===== src/rtl/core/brf_pkg.sv =====
// shared types, constants and the crc update for the block-acked file receiver
package brf_pkg;

  // queue depth default for the result queue between front and back
  localparam int QUEUE_DEPTH_DEF = 4;

  // reset value of the ack byte register
  localparam logic [7:0] ACK_CHAR_RESET = 8'd10;

  // crc-16/ccitt constants
  localparam logic [15:0] CRC_INIT = 16'hFFFF;
  localparam logic [15:0] CRC_POLY = 16'h1021;

  // input command codes
  typedef enum logic [1:0] {
    CMD_START   = 2'd0,
    CMD_BYTE    = 2'd1,
    CMD_TIMEOUT = 2'd2,
    CMD_UNUSED  = 2'd3
  } cmd_t;

  // result kinds
  typedef enum logic [2:0] {
    KIND_STORE   = 3'd0,
    KIND_ACK     = 3'd1,
    KIND_OK      = 3'd2,
    KIND_CHKERR  = 3'd3,
    KIND_CRCERR  = 3'd4,
    KIND_TIMEOUT = 3'd5,
    KIND_ZEROBLK = 3'd6
  } kind_t;

  // one result item
  typedef struct packed {
    kind_t       kind;
    logic [7:0]  data;
    logic [31:0] len;
  } res_t;

  // all results caused by one input item (one or two)
  typedef struct packed {
    logic two;
    res_t first;
    res_t second;
  } entry_t;

  // queue status seen by front and back
  typedef struct packed {
    logic full;
    logic empty;
  } q_status_t;

  // msb-first crc-16 update over one byte
  function automatic logic [15:0] crc_byte(input logic [15:0] crc, input logic [7:0] b);
    logic [15:0] c;
    c = crc ^ {b, 8'h00};
    for (int k = 0; k < 8; k++) begin
      if (c[15]) begin
        c = {c[14:0], 1'b0} ^ CRC_POLY;
      end else begin
        c = {c[14:0], 1'b0};
      end
    end
    return c;
  endfunction

endpackage


===== src/rtl/core/block_acked_file_receiver_crc16.sv =====
// top level of the block-acked file receiver with crc-16 check
//
//  channel  direction  handshake              payload
//  in       input      in_valid / in_ready    cmd, rx_byte
//  out      output     out_valid / out_ready  out_kind, out_byte, file_length, out_last
//  cfg      input      cfg_valid / cfg_ready  cfg_data (ack byte)
//
// one input item is taken per cycle while the result queue is not full; header,
// data and crc work for a byte is done in the cycle it is accepted. each item gives
// up to two results; the back end plays out one result per cycle while out_ready
// is high. the result queue (QUEUE_DEPTH entries) absorbs output stalls; in_ready
// drops only when it is full. reset is synchronous and leaves the receiver idle.
module block_acked_file_receiver_crc16 #(
  parameter int QUEUE_DEPTH = brf_pkg::QUEUE_DEPTH_DEF
) (
  input  logic        clk,
  input  logic        rst,
  input  logic        in_valid,
  output logic        in_ready,
  input  logic [1:0]  cmd,
  input  logic [7:0]  rx_byte,
  output logic        out_valid,
  input  logic        out_ready,
  output logic [2:0]  out_kind,
  output logic [7:0]  out_byte,
  output logic [31:0] file_length,
  output logic        out_last,
  input  logic        cfg_valid,
  output logic        cfg_ready,
  input  logic [7:0]  cfg_data
);
  import brf_pkg::*;

  logic      push;
  logic      pop;
  entry_t    push_entry;
  entry_t    head;
  q_status_t q_status;

  // command parsing and crc
  brf_front u_front (
    .clk        (clk),
    .rst        (rst),
    .in_valid   (in_valid),
    .in_ready   (in_ready),
    .cmd        (cmd),
    .rx_byte    (rx_byte),
    .cfg_valid  (cfg_valid),
    .cfg_ready  (cfg_ready),
    .cfg_data   (cfg_data),
    .q_status   (q_status),
    .push       (push),
    .push_entry (push_entry)
  );

  // result queue
  brf_queue #(
    .DEPTH (QUEUE_DEPTH)
  ) u_queue (
    .clk        (clk),
    .rst        (rst),
    .push       (push),
    .push_entry (push_entry),
    .pop        (pop),
    .head       (head),
    .status     (q_status)
  );

  // output stage
  brf_back u_back (
    .clk         (clk),
    .rst         (rst),
    .head        (head),
    .q_status    (q_status),
    .pop         (pop),
    .out_valid   (out_valid),
    .out_ready   (out_ready),
    .out_kind    (out_kind),
    .out_byte    (out_byte),
    .file_length (file_length),
    .out_last    (out_last)
  );

`ifndef SYNTH
  // first of a result pair is always a stored data byte
  a_pair_first_store: assert property (@(posedge clk) disable iff (rst)
    out_valid && !out_last |-> out_kind == KIND_STORE)
    else $error("non-last result is not a store byte");

  // only the ack carries a file length
  a_len_on_ack: assert property (@(posedge clk) disable iff (rst)
    out_valid && out_kind != KIND_ACK |-> file_length == 32'd0)
    else $error("file length outside an ack");

  // status results end an item and carry no byte
  a_status_last: assert property (@(posedge clk) disable iff (rst)
    out_valid && (out_kind == KIND_OK || out_kind == KIND_CRCERR ||
      out_kind == KIND_CHKERR || out_kind == KIND_TIMEOUT ||
      out_kind == KIND_ZEROBLK) |-> out_last && out_byte == 8'd0)
    else $error("status result not last or has a byte");

  // output slot only fills from a non-empty queue
  a_fill_from_queue: assert property (@(posedge clk) disable iff (rst)
    $rose(out_valid) |-> $past(!q_status.empty))
    else $error("output valid without a queued entry");
`endif

endmodule


===== src/rtl/core/brf_front.sv =====
// front end: parses commands, tracks header and data phases, runs the crc
module brf_front (
  input  logic            clk,
  input  logic            rst,
  input  logic            in_valid,
  output logic            in_ready,
  input  logic [1:0]      cmd,
  input  logic [7:0]      rx_byte,
  input  logic            cfg_valid,
  output logic            cfg_ready,
  input  logic [7:0]      cfg_data,
  input  brf_pkg::q_status_t q_status,
  output logic            push,
  output brf_pkg::entry_t push_entry
);
  import brf_pkg::*;

  typedef enum logic [1:0] {
    PH_IDLE   = 2'd0,
    PH_HEADER = 2'd1,
    PH_DATA   = 2'd2
  } phase_t;

  phase_t      phase, phase_next;
  logic [2:0]  header_index, header_index_next;
  logic [7:0]  header_sum, header_sum_next;
  logic [31:0] length_word, length_word_next;
  logic [15:0] block_size, block_size_next;
  logic [32:0] bytes_to_go, bytes_to_go_next;
  logic [15:0] block_fill, block_fill_next;
  logic [15:0] crc_value, crc_value_next;
  logic [7:0]  ack_char;

  logic        accept;
  logic [1:0]  res_count;
  entry_t      entry;

  // data phase helpers
  logic        store;
  logic [15:0] crc_upd;
  logic [32:0] btg_dec;
  logic [15:0] fill_inc;
  logic        have_tail;
  res_t        tail;
  res_t        store_res;

  assign in_ready  = !q_status.full;
  assign accept    = in_valid && in_ready;
  assign cfg_ready = 1'b1;

  // ack byte register, loaded on a config transfer
  always_ff @(posedge clk) begin
    if (rst) begin
      ack_char <= ACK_CHAR_RESET;
    end else if (cfg_valid && cfg_ready) begin
      ack_char <= cfg_data;
    end
  end

  // data phase byte work
  assign store    = bytes_to_go > 33'd2;
  assign crc_upd  = crc_byte(crc_value, rx_byte);
  assign btg_dec  = (bytes_to_go != 33'd0) ? bytes_to_go - 33'd1 : bytes_to_go;
  assign fill_inc = block_fill + 16'd1;

  // next state and results of one transfer
  always_comb begin
    phase_next        = phase;
    header_index_next = header_index;
    header_sum_next   = header_sum;
    length_word_next  = length_word;
    block_size_next   = block_size;
    bytes_to_go_next  = bytes_to_go;
    block_fill_next   = block_fill;
    crc_value_next    = crc_value;
    res_count         = 2'd0;
    entry             = '0;
    have_tail         = 1'b0;
    tail              = '0;
    store_res         = '0;

    unique case (cmd_t'(cmd))
      CMD_START: begin
        phase_next        = PH_HEADER;
        header_index_next = 3'd0;
        header_sum_next   = 8'd0;
        length_word_next  = 32'd0;
        block_size_next   = 16'd0;
        bytes_to_go_next  = 33'd0;
        block_fill_next   = 16'd0;
        crc_value_next    = CRC_INIT;
      end
      CMD_TIMEOUT: begin
        if (phase == PH_HEADER || phase == PH_DATA) begin
          phase_next        = PH_IDLE;
          res_count         = 2'd1;
          entry.first.kind  = KIND_TIMEOUT;
        end
      end
      CMD_BYTE: begin
        unique case (phase)
          PH_HEADER: begin
            if (header_index < 3'd4) begin
              length_word_next = length_word |
                ({24'd0, rx_byte} << {header_index[1:0], 3'b000});
              header_sum_next   = header_sum + rx_byte;
              header_index_next = header_index + 3'd1;
            end else if (header_index < 3'd6) begin
              block_size_next = block_size |
                ({8'd0, rx_byte} << {header_index[0], 3'b000});
              header_sum_next   = header_sum + rx_byte;
              header_index_next = header_index + 3'd1;
            end else begin
              header_index_next = 3'd0;
              res_count         = 2'd1;
              if (rx_byte != header_sum) begin
                phase_next       = PH_IDLE;
                entry.first.kind = KIND_CHKERR;
              end else if (block_size == 16'd0) begin
                phase_next       = PH_IDLE;
                entry.first.kind = KIND_ZEROBLK;
              end else begin
                phase_next       = PH_DATA;
                bytes_to_go_next = {1'b0, length_word} + 33'd2;
                block_fill_next  = 16'd0;
                crc_value_next   = CRC_INIT;
                entry.first.kind = KIND_ACK;
                entry.first.data = ack_char;
                entry.first.len  = length_word;
              end
            end
          end
          PH_DATA: begin
            crc_value_next   = crc_upd;
            bytes_to_go_next = btg_dec;
            block_fill_next  = fill_inc;
            store_res.kind   = KIND_STORE;
            store_res.data   = rx_byte;
            if (btg_dec == 33'd0) begin
              phase_next      = PH_IDLE;
              block_fill_next = 16'd0;
              have_tail       = 1'b1;
              tail.kind       = (crc_upd == 16'd0) ? KIND_OK : KIND_CRCERR;
            end else if (fill_inc == block_size) begin
              block_fill_next = 16'd0;
              have_tail       = 1'b1;
              tail.kind       = KIND_ACK;
              tail.data       = ack_char;
            end
            res_count    = {1'b0, store} + {1'b0, have_tail};
            entry.two    = store && have_tail;
            entry.first  = store ? store_res : tail;
            entry.second = tail;
          end
          default: begin
          end
        endcase
      end
      default: begin
      end
    endcase
  end

  // state registers
  always_ff @(posedge clk) begin
    if (rst) begin
      phase        <= PH_IDLE;
      header_index <= 3'd0;
      header_sum   <= 8'd0;
      length_word  <= 32'd0;
      block_size   <= 16'd0;
      bytes_to_go  <= 33'd0;
      block_fill   <= 16'd0;
      crc_value    <= CRC_INIT;
    end else if (accept) begin
      phase        <= phase_next;
      header_index <= header_index_next;
      header_sum   <= header_sum_next;
      length_word  <= length_word_next;
      block_size   <= block_size_next;
      bytes_to_go  <= bytes_to_go_next;
      block_fill   <= block_fill_next;
      crc_value    <= crc_value_next;
    end
  end

  // hand results to the queue
  assign push       = accept && (res_count != 2'd0);
  assign push_entry = entry;

endmodule


===== src/rtl/core/brf_queue.sv =====
// result queue between front and back, one entry per input with results
module brf_queue #(
  parameter int DEPTH = brf_pkg::QUEUE_DEPTH_DEF
) (
  input  logic               clk,
  input  logic               rst,
  input  logic               push,
  input  brf_pkg::entry_t    push_entry,
  input  logic               pop,
  output brf_pkg::entry_t    head,
  output brf_pkg::q_status_t status
);
  import brf_pkg::*;

  localparam int PTR_W = (DEPTH > 1) ? $clog2(DEPTH) : 1;
  localparam int CNT_W = $clog2(DEPTH + 1);
  localparam logic [PTR_W-1:0] LAST_PTR = PTR_W'(DEPTH - 1);
  localparam logic [CNT_W-1:0] FULL_CNT = CNT_W'(DEPTH);

  entry_t           slots [DEPTH];
  logic [PTR_W-1:0] wr_ptr;
  logic [PTR_W-1:0] rd_ptr;
  logic [CNT_W-1:0] count;

  assign status.full  = (count == FULL_CNT);
  assign status.empty = (count == '0);
  assign head         = slots[rd_ptr];

  // entry storage
  always_ff @(posedge clk) begin
    if (push) begin
      slots[wr_ptr] <= push_entry;
    end
  end

  // pointers and fill count
  always_ff @(posedge clk) begin
    if (rst) begin
      wr_ptr <= '0;
      rd_ptr <= '0;
      count  <= '0;
    end else begin
      if (push) begin
        wr_ptr <= (wr_ptr == LAST_PTR) ? '0 : wr_ptr + PTR_W'(1);
      end
      if (pop) begin
        rd_ptr <= (rd_ptr == LAST_PTR) ? '0 : rd_ptr + PTR_W'(1);
      end
      if (push && !pop) begin
        count <= count + CNT_W'(1);
      end else if (pop && !push) begin
        count <= count - CNT_W'(1);
      end
    end
  end

endmodule


===== src/rtl/core/brf_back.sv =====
// back end: output register that plays out one or two results per entry
module brf_back (
  input  logic               clk,
  input  logic               rst,
  input  brf_pkg::entry_t    head,
  input  brf_pkg::q_status_t q_status,
  output logic               pop,
  output logic               out_valid,
  input  logic               out_ready,
  output logic [2:0]         out_kind,
  output logic [7:0]         out_byte,
  output logic [31:0]        file_length,
  output logic               out_last
);
  import brf_pkg::*;

  entry_t cur;
  logic   cur_valid;
  logic   sel;
  logic   done;
  res_t   shown;

  // entry finished when its last result is taken
  assign done = cur_valid && out_ready && (sel || !cur.two);
  assign pop  = !q_status.empty && (!cur_valid || done);

  // control of the output slot
  always_ff @(posedge clk) begin
    if (rst) begin
      cur_valid <= 1'b0;
      sel       <= 1'b0;
    end else if (cur_valid && out_ready && !sel && cur.two) begin
      sel <= 1'b1;
    end else if (!cur_valid || done) begin
      cur_valid <= !q_status.empty;
      sel       <= 1'b0;
    end
  end

  // payload of the output slot
  always_ff @(posedge clk) begin
    if (pop) begin
      cur <= head;
    end
  end

  assign shown       = sel ? cur.second : cur.first;
  assign out_valid   = cur_valid;
  assign out_kind    = shown.kind;
  assign out_byte    = shown.data;
  assign file_length = shown.len;
  assign out_last    = sel || !cur.two;

endmodule

===== config.mk =====
export PLATFORM = sky130hd
export DESIGN_NAME = block_acked_file_receiver_crc16
export DESIGN_NICKNAME = d
export VERILOG_FILES = /design/src/rtl/core/brf_pkg.sv /design/src/rtl/core/block_acked_file_receiver_crc16.sv /design/src/rtl/core/brf_front.sv /design/src/rtl/core/brf_queue.sv /design/src/rtl/core/brf_back.sv
export SDC_FILE = /design/constraint.sdc
export NUM_CORES = 1
export LEC_CHECK = 0
export BUFFER_PORTS_ARGS = -buffer_cell sky130_fd_sc_hd__buf_4
export CELL_PAD_IN_SITES_DETAIL_PLACEMENT = 1
export CELL_PAD_IN_SITES_GLOBAL_PLACEMENT = 1
export CORE_MARGIN = 3
export CORE_UTILIZATION = 57
export CTS_BUF_LIST = sky130_fd_sc_hd__clkbuf_8
export CTS_CLUSTER_DIAMETER = 40
export DETAILED_ROUTE_END_ITERATION = 7
export HOLD_SLACK_MARGIN = 0.1
export PLACE_DENSITY = 0.91
export RECOVER_POWER = 100
export SLEW_MARGIN = 15
export SYNTH_ARGS = -nofsm -noshare
export SYNTH_HDL_FRONTEND = slang
export SYNTH_SLANG_ARGS = --single-unit

===== constraint.sdc =====
create_clock -name clk -period 18.2 [get_ports clk]
set_input_delay 3.64 -clock clk [delete_from_list [all_inputs] [get_ports clk]]
set_output_delay 3.64 -clock clk [all_outputs]
set_load 0.02 [all_outputs]

Word level (Yosys, flattened, before mapping)
Memories as Yosys holds them, arrays and structs flattened. A register that Yosys moved wholly into a read port is not among the register bits.
Index checks and enable logic that the tools add are counted.

word-level totals
  flip-flop bits (word level) = 143
  memory bits (writable) = 348
  bits of input ports = 23
  output and inout port bits = 47
  memories = 1

cells by class
  add/sub/neg operators = 10
  magnitude comparators = 3
  equality and inequality tests = 21
  shift operators = 2
  multiplexer cells = 88
  bitwise logic cells = 12
  reduce and logical (&&, ||, !) cells = 38

memories
  name           depth  width  rd ports  clocked after Yosys merged registers in  wr ports  RTL line         text
  u_queue.slots  4      87     1         1                                        1         brf_queue.sv:20  entry_t slots [DEPTH];

operators with widths
  cell                     count
  $mux W43                 5
  $mux W16                 13
  $mux W33                 5
  $pmux W16 S2             5
  $pmux W33 S2             2
  $mux W13                 8
  $pmux W43 S2             1
  $mux W83                 1
  $mux W40                 2
  $mux W32                 2
  $pmux W32 S2             1
  $add A32 B2 Y33 const B  1
  $gt A33 B2 Y1 const B    1
  $logic_not A33 Y1        1
  $reduce_bool A33 Y1      1
  $sub A33 B1 Y33 const B  1
  $logic_not A16 Y1        2
  $mux W8                  4
  $or A32 B32 Y32          1
  $shl A8 B5 Y32           1
  $mux W3                  10
  $not A3 Y3               8
  $mux W2                  9
  $add A16 B1 Y16 const B  1
  other kinds (37)         88

Depth between registers and ports, before layout
Gate-level depths: netlist of run 1.

  depth after elaboration = 23
  depth in mapped cells = 26

Modules after synthesis
From an unflattened synthesis of run 1, not the netlist that was laid out.

second synthesis, totals
  cell total of the unflattened synthesis = 1,824
  area total of the unflattened synthesis = 25,324.3 µm²

modules (own cells, without submodules)
  module     times used  cells an instance  area each (µm²)  sequential area each (µm²)
  brf_queue  1           499                12,995.0         10,630.2
  brf_front  1           1,180              9,056.2          2,682.6
  brf_back   1           145                3,273.1          2,652.5

Worst setup path after synthesis of run 1
Ideal clock, no wire load.

  path kind = in2reg
  start = input out_ready
  end = register u_queue.count[2]
  data arrival time = 7,915 ps
  required time = 18,130 ps
  slack = 10,215 ps
  stages on the path = 9
  cell sequence = nand2_1 a21oi_1 inv_1 ha_1 inv_1 fa_1 xor2_1 or3_1 a21oi_1

between the ends
  word-level cells in the longest chain between the ends = 7
  elaborated cells between the ends (all ways) = 9
  those cells by class = 1 x mux; 8 x reduce/logical

ends and longest elaborated chain
  element                                        RTL line                               text
  start: declaration                             block_acked_file_receiver_crc16.sv:23  input logic out_ready,
  $logic_and A1 B1 Y1 (*) (2 in series)          brf_back.sv:24                         assign done = cur_valid && out_ready && (sel || !cur.two);
  $logic_or A1 B1 Y1 (*)                         brf_back.sv:25                         assign pop = !q_status.empty && (!cur_valid || done);
  $logic_and A1 B1 Y1 (*)                        brf_back.sv:25
  named net pop                                  block_acked_file_receiver_crc16.sv:35  logic pop;
  $logic_not A1 Y1                               brf_queue.sv:49                        if (push && !pop) begin
  $logic_and A1 B1 Y1                            brf_queue.sv:49
  $mux W3 or $reduce_bool A2 Y1 (tied branches)  n/a
  end signal: assignment                         brf_queue.sv:50                        count <= count + CNT_W'(1);
  end signal: assignment                         brf_queue.sv:52                        count <= count - CNT_W'(1);
  end: declaration                               brf_queue.sv:23                        logic [CNT_W-1:0] count;

The timed path passes the listed nets; every way through them passes the cells marked *.
A chain may end at the register's enable or synchronous reset.

Final worst setup path of run 1
  start = input cmd[1]
  end = memory u_queue.slots[2][60] (netlist name), enable pin

between the ends
  word-level cells in the longest chain between the ends = 6
  elaborated cells between the ends (all ways) = 7
  those cells by class = 2 x eq/ne; 3 x mux; 2 x reduce/logical

ends and longest elaborated chain
  element                                       RTL line                               text
  start: declaration                            block_acked_file_receiver_crc16.sv:20  input logic [1:0] cmd,
  $eq A2 B1 Y1 or $eq A2 B2 Y1 (tied branches)  brf_front.sv:82                        unique case (cmd_t'(cmd))
  $pmux W2 S2 (*)                               brf_front.sv:82
  $reduce_bool A2 Y1 (*)                        brf_front.sv:188                       assign push = accept && (res_count != 2'd0);
  $logic_and A1 B1 Y1 (*)                       brf_front.sv:188
  $mux W1 (*)                                   brf_queue.sv:31                        if (push) begin
  $mux W1 (implied by the code) (*)             brf_queue.sv:32                        slots[wr_ptr] <= push_entry;
  end: declaration                              brf_queue.sv:20

Mark *: on every way between the ends. The rest lies on a longest branch, timed or not.

==> impl_results.md, run 1 <==
- Most frequent cells in the layout: edfxtp_1, nor2_1, dfxtp_1
- FMAX: approximately 100 MHz
- Hold Crit Start: u_front.bytes_to_go[7]
- DP Area: approximately 20,000 um2
- Final instance area: 21,400 um2
- Seq cells post-synth: ~420
- Data required time at the worst endpoint: approximately 18 ns
- Clock tree buffer depth: 3
- Total wire length: just over 60,000 um
- Worst path depth: 11
- WHS Endpoint: u_front.bytes_to_go[7]
- Max-cap viol count: 14
- Most common cell after layout, fill and taps aside: edfxtp_1
- RR Endpoint: u_queue.slots[2][60]
- Pin count of the biggest net entering global routing: 58
- Drt pass-1 iters: 5
- Crit-path max FO: 35
- Min Tclk post-route: between 9 and 10 ns
- Initial antenna violation count: 1
- Hold Fails Final Rpt: 0
- Detailed Place HPWL: between 30,000 and 40,000 um
- Worst-Margin Slew: around 3.7 ns
- Total clock sinks: approximately 420
- RD Place Congestion: about 0.95
- Remaining antenna violation count after routing: 0
- Crit path cell chain: clkbuf_1 > inv_1 > ha_1 > clkbuf_1 > nand2_1 > nor2_1 > nor2_1 > o21ai_0 > and3_1 > and2_0 > clkbuf_1
- H-tree depth: 3
- YS warnings: 0
- Final setup viols: 0
- Core Area: between 30,000 and 40,000 um2
- GRT Residual Overflow: 0
- Final slew viol count: slightly above 600
- RSZ-0062 raised after global routing: false
- Residual DRC: 0
- Post-Syn Nets: between 1,500 and 2,000
- Fill cells: 3,383
- DP Cell Count: slightly above 2,000
- Crit. End Element: flip-flop
- Number of flops mapped to enable cells by yosys: ~280
- Die area: ~36,000 um2
- Clock-pin slew of the registers on the worst-case setup and hold paths: around 0.060 ns
- CTS tree: done
- GRT Total Usage: 34.7%
- Top cell by count, worst path: clkbuf_1
- Hold buffer count at CTS: 0
- R2r startpoint: u_front.bytes_to_go[18]
- Post-synth ARST share: 0%
- Top-Level Pins: 70
- Syn Area/Cell: between 10 and 15 um2
- Ratio of cells with drive above 1 in the final layout: between 10% and 20%
- Initial DRC Count: between 1,500 and 2,000
- Max VDD drop: 0.128 mV
- Final worst path period share: 54.0%
- Vias in the first global route: between 15,000 and 20,000
- Root Buffer: clkbuf_8
- Hold/Removal Path Class: flip-flop to flip-flop
- Slew margin rel.: -148%
- First-pass GRT wire length: roughly 95,000 um
- Die width: ~190 um
- Top delay family on crit path: simple AND/OR/NAND/NOR gates
- CTS resizes: 0
- Slowest library cell on the worst path: clkbuf_1
- PwrDens: around 120 nW/um2
- Synth Flop Type: edfxtp_1
- Layout Cells excl Fill: roughly 2,200
- Worst endpoint data arrival time: between 10 and 15 ns
- Post-CTS setup repair buffer count: 0
- Rows: 66
- P_leak: about 7.2 nW
- TNS Setup: 0 ns
- Vias: approximately 15,000
- CTS Buf Count: 72
- Hold Path Depth: 2
- Cell count of the worst reg-to-reg path: 17
- CP Class: input pin to flip-flop
- CP startpoint kind: input pin
- Worst-skew pair later-pin latency: 0.65 ns
- Status: finished with violations
- Post-synthesis cell type count: about 80
- Layout net count: between 1,500 and 2,000
- Synthesized netlist cell count: ~1,600
- DR WL/cell: 28.6 um
- Critical path buffers and inverters: 4
- Initial Util: slightly below 60%
- Sequential share of the synthesized area: between 50% and 60%
- Port Buffers: between 60 and 70
- Final clock skew: ~0.03 ns
- Failing checks: max-capacitance violations, max-slew violations
- Drt via density: 6.75
- Cell Area, Synth: 19,300 um2
- Chip height: 190 um
- CP peak stage delay: ~1.7 ns
- Flop2flop setup slack: around 8.8 ns
- Layout area overhead: 10.4%
[sequential cells by signal (all words and copies together) (netlist names)]
| register | count |
|---|---|
| u_queue.rd_ptr | 2 |
| u_front.crc_value | 16 |
| u_front.header_index | 3 |
| u_front.length_word | 32 |
| u_front.block_size | 16 |
| u_queue.slots | 220 |
| u_front.ack_char | 8 |
| u_front.header_sum | 8 |
| u_front.block_fill | 16 |
| u_back.sel | 1 |
| u_front.phase | 2 |
| u_queue.wr_ptr | 2 |
| u_back.cur | 55 |
| u_queue.count | 3 |
| u_front.bytes_to_go | 33 |
| u_back.out_valid | 1 |
[final cells by class]
class,count,area (um2),share of cell area [%]
flip-flops and latches,418,11100,52.1
diodes,1,2.50,0.0117
inverters,26,97.6,0.457
well taps,442,553,2.59
clock inverters,46,264,1.24
repair buffers,86,432,2.02
multi-input cells,1077,7720,36.2
clock buffers,84,1160,5.41
[worst max path at each step]
stage,startpoint,endpoint,slack (ns)
floorplan,out_ready,u_queue.count[2],10.21
global placement,rx_byte[6],u_front.bytes_to_go[28],11.12
detailed placement,rx_byte[2],u_front.bytes_to_go[8],10.91
CTS,cmd[1],u_queue.slots[2][60],11.33
global route,cmd[1],u_queue.slots[1][47],8.14
finish,cmd[1],u_queue.slots[2][60],8.38
[synthesized netlist by cell type, types with 27 or more instances]
library cell,count,area (um2)
nor3_1,35,175
a31oi_1,32,200
and2_1,54,338
nor2_1,156,586
xor2_1,38,333
nand2_1,81,304
clkbuf_1,83,312
xnor2_1,59,517
a22oi_1,27,203
nand3_1,42,210
a21oi_1,63,315
mux4_2,55,1240
nor4_1,35,219
dfxtp_1,143,2860
edfxtp_1,275,8260
nor2b_1,53,332
o21ai_0,61,305
[metal layers]
layer  GRT usage, %  part of all wire [%]
met5              0                     0
met4           14.1                   4.5
met3           6.53                   8.0
met2           57.1                    48
met1           45.7                    39
[logic make-up after synthesis]
kind of cell               after synthesis  share of synthesized area, %
other                                    1                        0.0194
buffers and inverters                  130                          2.67
muxes                                   80                          7.78
adders and majority gates               28                          1.89
and+or+nand+nor                        578                          15.7
xor gates and xnor gates                97                          4.39
DFF                                    418                          57.5
AOI/OAI and AO/OA                      293                          10.0
[worst min-delay path, cell delays in order (launching register included)]
cell and delay (ns):
dfxtp_1 0.33, nand2_1 0.06, a21oi_1 0.05
[metrics by stage]
stage / setup WS [ns] / power [mW] / hold WS, ns / util [%]
after floorplan: 10.21 / 1.57 / 0.436 / -
after global placement: 11.12 / 1.74 / 0.447 / 61.2
after detailed placement: 10.91 / 1.78 / 0.470 / 61.2
after CTS: 11.33 / 2.68 / 0.496 / 65.5
after global routing: 8.14 / 2.74 / 0.517 / 64.8
final: 8.38 / 2.65 / 0.496 / 64.8
[power by group]
| group | internal (mW) | leakage, nW | switching [mW] | total (mW) |
|---|---|---|---|---|
| logic | 0.213 | 2.80 | 0.374 | 0.587 |
| registers | 1.13 | 3.62 | 0.0574 | 1.19 |
| clock network | 0.452 | 0.823 | 0.418 | 0.870 |
(Power assumes the default switching activity.)
==> inputs of run 2 (changes only) <==
CORE_UTILIZATION = 48   (was 57)
PLACE_DENSITY = 0.82   (was 0.91)
clock period = 8.23 ns   (was 18.2 ns; I/O delays follow)
==> run 2 against run 1 <==
Compared with the run above:
- the flow still finishes with violations (max-capacitance violations, max-slew violations)
- sequential power grew 120%
- total power grew 110%
- largest power group unchanged
- cell count grew 3.8%
- non-clock buffer count grew 2
- via count shrank 6.4%
- largest cell class unchanged
- highest routed layer unchanged
==> impl_results.md, run 2 (same netlist as run 1, synthesis figures left out) <==
- Drt pass-1 iters: 5
- Post-CTS setup repair buffer count: 0
- CTS Buf Count: 73
- Max-cap viol count: 8
- Die area: approximately 43,000 um2
- Initial Util: between 40% and 50%
- Final worst path period share: a little over four fifths
- Final core utilization: approximately 55%
- Vias: approximately 14,000
- Final slew viol count: around 370
- Total clock sinks: 418
- Layout Cells excl Fill: about 2,300
- Port Buffers: a little under 70
- Top-Level Pins: 70
- Hold/Removal Path Class: flip-flop to flip-flop
- Most frequent cells in the layout: edfxtp_1, nor2_1, dfxtp_1
- Max VDD drop: 0.200 mV
- Chip height: approximately 210 um
- H-tree depth: 3
- Crit. End Element: flip-flop
- Ratio of cells with drive above 1 in the final layout: around an eighth
- RSZ-0062 raised after global routing: false
- Hold Fails Final Rpt: 0
- Worst endpoint data arrival time: roughly 7.1 ns
- CP Class: flip-flop to flip-flop
- Crit-path max FO: 51
- Diodes inserted: 0
- CTS tree: done
- Final WS setup: around 1.3 ns
- Failing checks: max-capacitance violations, max-slew violations
- Data required time at the worst endpoint: around 8.5 ns
- Detailed Place HPWL: 36,100 um
- Initial DRC Count: roughly 1,300
- Pin count of the biggest net entering global routing: 58
- DR WL/cell: 24.3 um
- Min Tclk post-route: between 6 and 7 ns
- Status: finished with violations
- Total wire length: between 50,000 and 60,000 um
- Drt via density: about 6.1
- CP startpoint kind: flip-flop
- Initial antenna violation count: 0
- Slew margin rel.: -136%
- Die width: a little over 200 um
- Root Buffer: clkbuf_8
- TNS Setup: 0 ns
- DP Cell Count: about 2,100
- Layout area overhead: 10.9%
- Clock-pin slew of the registers on the worst-case setup and hold paths: approximately 0.050 ns
- Most flop-heavy register: u_queue.slots
- Max reg flops: 220
- Core Area: between 30,000 and 40,000 um2
- Largest registers: u_queue.slots (220), u_back.cur (55), u_front.bytes_to_go (33)
- GRT Total Usage: a little over a quarter
- GRT Residual Overflow: 0
- CTS resizes: 0
- First-pass GRT wire length: approximately 85,000 um
- Hold buffer count at CTS: 0
- Final clock skew: just over 0.05 ns
- Rows: about 70
- Worst-skew pair later-pin latency: about 0.65 ns
- Remaining antenna violation count after routing: 0
- Pre-CTS WS: between 1.5 and 2 ns
- RD Place Congestion: about 0.9
- Clock tree buffer depth: 3
- Vias in the first global route: about 14,000
- Final Power: about 5.6 mW
- Worst-Margin Slew: 3.54 ns
- Final setup viols: 0
- Layout net count: roughly 1,700
- P_leak: between 7 and 8 nW
- PwrDens: about 260 nW/um2
- Most common cell after layout, fill and taps aside: edfxtp_1
- FMAX: ~140 MHz
- Residual DRC: 0
==> run 2: metal layers <==
metal / track usage [%] / vias to the layer above / routed length, um
met5: 0 / - / 0
met4: 9.32 / 0 / 1600
met3: 4.81 / 105 / 3730
met2: 42.0 / 501 / 25800
met1: 35.6 / 6945 / 23800
li1: - / 6227 / -
==> run 2: where the power goes <==
group / total [mW] / internal (mW) / switching [mW]
clock: 1.77 / 0.897 / 0.870
combinational: 1.19 / 0.465 / 0.730
sequential: 2.62 / 2.50 / 0.112
total: 5.58 / 3.87 / 1.71
==> run 2: area by class of cell <==
cell class / instances / area (um2)
fillers: 4085 / 17700
clock inverters: 56 / 274
clock buffers: 79 / 1090
well taps: 518 / 648
repair buffers: 88 / 499
inverters: 26 / 97.6
flip-flops and latches: 418 / 11100
multi-input cells: 1077 / 7710
==> run 2: final timing paths <==
kind | from | end | slack, ns | cells after the start
worst max-delay path | u_front.bytes_to_go[4] | u_queue.slots[3][60] | 1.33 | 17
worst min register to register | u_front.header_sum[2] | u_front.header_sum[2] | 0.46 | 2
worst min-delay path | u_front.header_sum[2] | u_front.header_sum[2] | 0.46 | 2
worst max register to register | u_front.bytes_to_go[4] | u_queue.slots[3][60] | 1.33 | 17
==> run 2: critical path, stage by stage (launching register included) <==
cell and delay (ns):
dfxtp_1 0.42, nor4_2 0.81, nand4_1 0.40, nor3_1 0.79, buf_4 0.32, o31ai_1 0.16
nor2_1 0.12, or4b_1 0.47, or4_1 0.83, nand2_1 0.19, ha_1 0.18, nor2_1 0.05
nor2_1 0.09, nor2_1 0.05, o21ai_0 0.14, and3_1 0.38, and2_0 0.41, buf_4 0.68
==> run 2: through the flow <==
stage / instance area (um2) / hold WS (ns)
after floorplan: 19300 / 0.436
after global placement: 20300 / 0.443
after detailed placement: 20300 / 0.460
after CTS: 21700 / 0.467
after global routing: 21400 / 0.501
final: 21400 / 0.464
==> inputs of run 3 (changes only) <==
CORE_UTILIZATION = 53   (was 48)
PLACE_DENSITY = 0.86   (was 0.82)
clock period = 6.91 ns   (was 8.23 ns; I/O delays follow)
==> run 3 against run 2 <==
Compared with the run above:
- the run still ends with max-capacitance violations, max-slew violations left
- global-route usage up 4.6 points
- wire length up 8.3%
- core utilization is 5.3 points higher
- final area did not move
- clock power increased by 28%
- critical path depth up 4
- non-clock buffer count up 4
- sequential share of layout area stayed put
- setup slack got worse by 0.46 ns
- flip-flop and latch count did not move
- total power increased by 23%
- critical path type unchanged
==> impl_results.md, run 3 (same netlist as run 1, synthesis figures left out) <==
- Status: finished with violations
- Failing checks: max-capacitance violations, max-slew violations
- P_leak: 7.28 nW
- Post-CTS setup repair buffer count: 0
- Vias: about 14,000
- Flop2flop setup slack: between 0.8 and 0.9 ns
- Top-Level Pins: 70
- Die width: around 200 um
- Hold Fails Final Rpt: 0
- CP Class: flip-flop to flip-flop
- Final setup viols: 0
- CP startpoint kind: flip-flop
- Vias in the first global route: about 15,000
- Most frequent cells in the layout: edfxtp_1, nor2_1, dfxtp_1
- Clock-pin slew of the registers on the worst-case setup and hold paths: 0.06 ns
- Root Buffer: clkbuf_8
- Die area: 38,800 um2
- Layout area overhead: 10.9%
- Drt pass-1 iters: 5
- CTS Buf Count: 73
- Slew margin rel.: -136%
- H-tree depth: 3
- Final worst path period share: between 80 and 90%
- Ratio of cells with drive above 1 in the final layout: about an eighth
- Detailed Place HPWL: approximately 37,000 um
- GRT Total Usage: ~31%
- Max reg flops: 220
- Initial DRC Count: roughly 1,300
- Initial Util: a little over half
- Hold/Removal Path Class: flip-flop to flip-flop
- Total clock sinks: around 420
- Remaining antenna violation count after routing: 0
- Diodes inserted: 0
- Worst-skew pair later-pin latency: around 0.64 ns
- Crit-path max FO: 15
- Worst-Margin Slew: approximately 3.5 ns
- CTS resizes: 0
- TNS Setup: 0 ns
- Rows: about 70
- DR WL/cell: around 27 um
- Residual DRC: 0
- Pre-CTS WS: between 1 and 1.5 ns
- Drt via density: approximately 6.5
- Most common cell after layout, fill and taps aside: edfxtp_1
- CTS tree: done
- Initial antenna violation count: 3
- Data required time at the worst endpoint: roughly 7.4 ns
- Most flop-heavy register: u_queue.slots
- Hold buffer count at CTS: 0
- Worst endpoint data arrival time: ~6.5 ns
- Total wire length: between 50,000 and 60,000 um
- FMAX: between 150 and 200 MHz
- Max-cap viol count: 6
- Chip height: 197 um
- Min Tclk post-route: between 6 and 7 ns
- PwrDens: approximately 320 nW/um2
- RD Place Congestion: roughly 0.91
- Max VDD drop: 0.308 mV
- Layout net count: 1,739
- RSZ-0062 raised after global routing: false
- Crit. End Element: flip-flop
- Final slew viol count: 290
- GRT Residual Overflow: 0
- Final clock skew: roughly 0.046 ns
- Largest registers: u_queue.slots (220), u_back.cur (55), u_front.bytes_to_go (33)
- Pin count of the biggest net entering global routing: 58
- Final WS setup: around 0.87 ns
- Port Buffers: 68
- Core Area: about 36,000 um2
- Clock tree buffer depth: 3
- First-pass GRT wire length: roughly 91,000 um
-- run 3: cell count changes in the layout (fill, tap and decap cells not counted), sizes merged --
cell	delta
buf	+2
clkinvlp	-1
clkinv	+8
bufinv	+2
clkbuf	+7
inv	-17
-- run 3: critical path, cell delays in order (launching register included) --
cell	delay, ns
dfxtp_1	0.38
nor4_1	0.69
nand3_1	0.50
nor3_2	0.41
buf_4	0.29
o31ai_1	0.15
nor2_1	0.13
or4b_1	0.46
or4_1	0.56
nand2_1	0.11
ha_1	0.18
nor2_1	0.04
nor2_1	0.08
nor2_1	0.05
o21ai_0	0.18
and3_1	0.37
ha_1	0.25
inv_1	0.08
fa_1	0.38
xor2_1	0.18
or3_1	0.32
a21oi_1	0.14
-- run 3: through the flow --
step | instance area (um2) | util (%) | total power, mW | hold WS, ns | instances
finish | 21400 | 60.0 | 6.84 | 0.480 | 2206
global route | 21400 | 60.0 | 7.11 | 0.508 | 2206
CTS | 21700 | 60.7 | 6.98 | 0.482 | 2206
detailed placement | 20300 | 56.7 | 4.69 | 0.474 | 2074
global placement | 20300 | 56.7 | 4.60 | 0.457 | 2074
floorplan | 19300 | - | 4.12 | 0.436 | 1625
-- run 3: worst paths after layout --
| path | startpoint | endpoint | cells past startpoint |
|---|---|---|---|
| worst max-delay path | u_front.bytes_to_go[18] | u_queue.count[2] | 21 |
| worst min-delay path | u_front.block_fill[15] | u_front.block_fill[15] | 1 |
| worst min register to register | u_front.block_fill[15] | u_front.block_fill[15] | 1 |
| worst max register to register | u_front.bytes_to_go[18] | u_queue.count[2] | 21 |
-- run 3: layer usage --
metal | up-vias | track usage [%] | part of all wire (%)
li1 | 6227 | - | -
met5 | - | 0 | 0.022
met4 | 2 | 12.7 | 4.2
met1 | 7257 | 39.8 | 40
met3 | 185 | 4.98 | 7.1
met2 | 654 | 51.7 | 49
-- run 3: layout make-up --
cell class | count | area [um2]
Clock buffer | 84 | 1160
Clock inverter | 48 | 283
Timing Repair Buffer | 92 | 500
Sequential cell | 418 | 11100
Tap cell | 461 | 577
Fill cell | 3653 | 14300
Inverter | 26 | 97.6
Multi-Input combinational cell | 1077 | 7710
-- run 3: report_power, final --
group | internal [mW] | switching, mW | total (mW)
Combinational | 0.562 | 0.919 | 1.48
Clock | 1.20 | 1.07 | 2.27
Sequential | 2.96 | 0.128 | 3.09
Total | 4.72 | 2.12 | 6.84
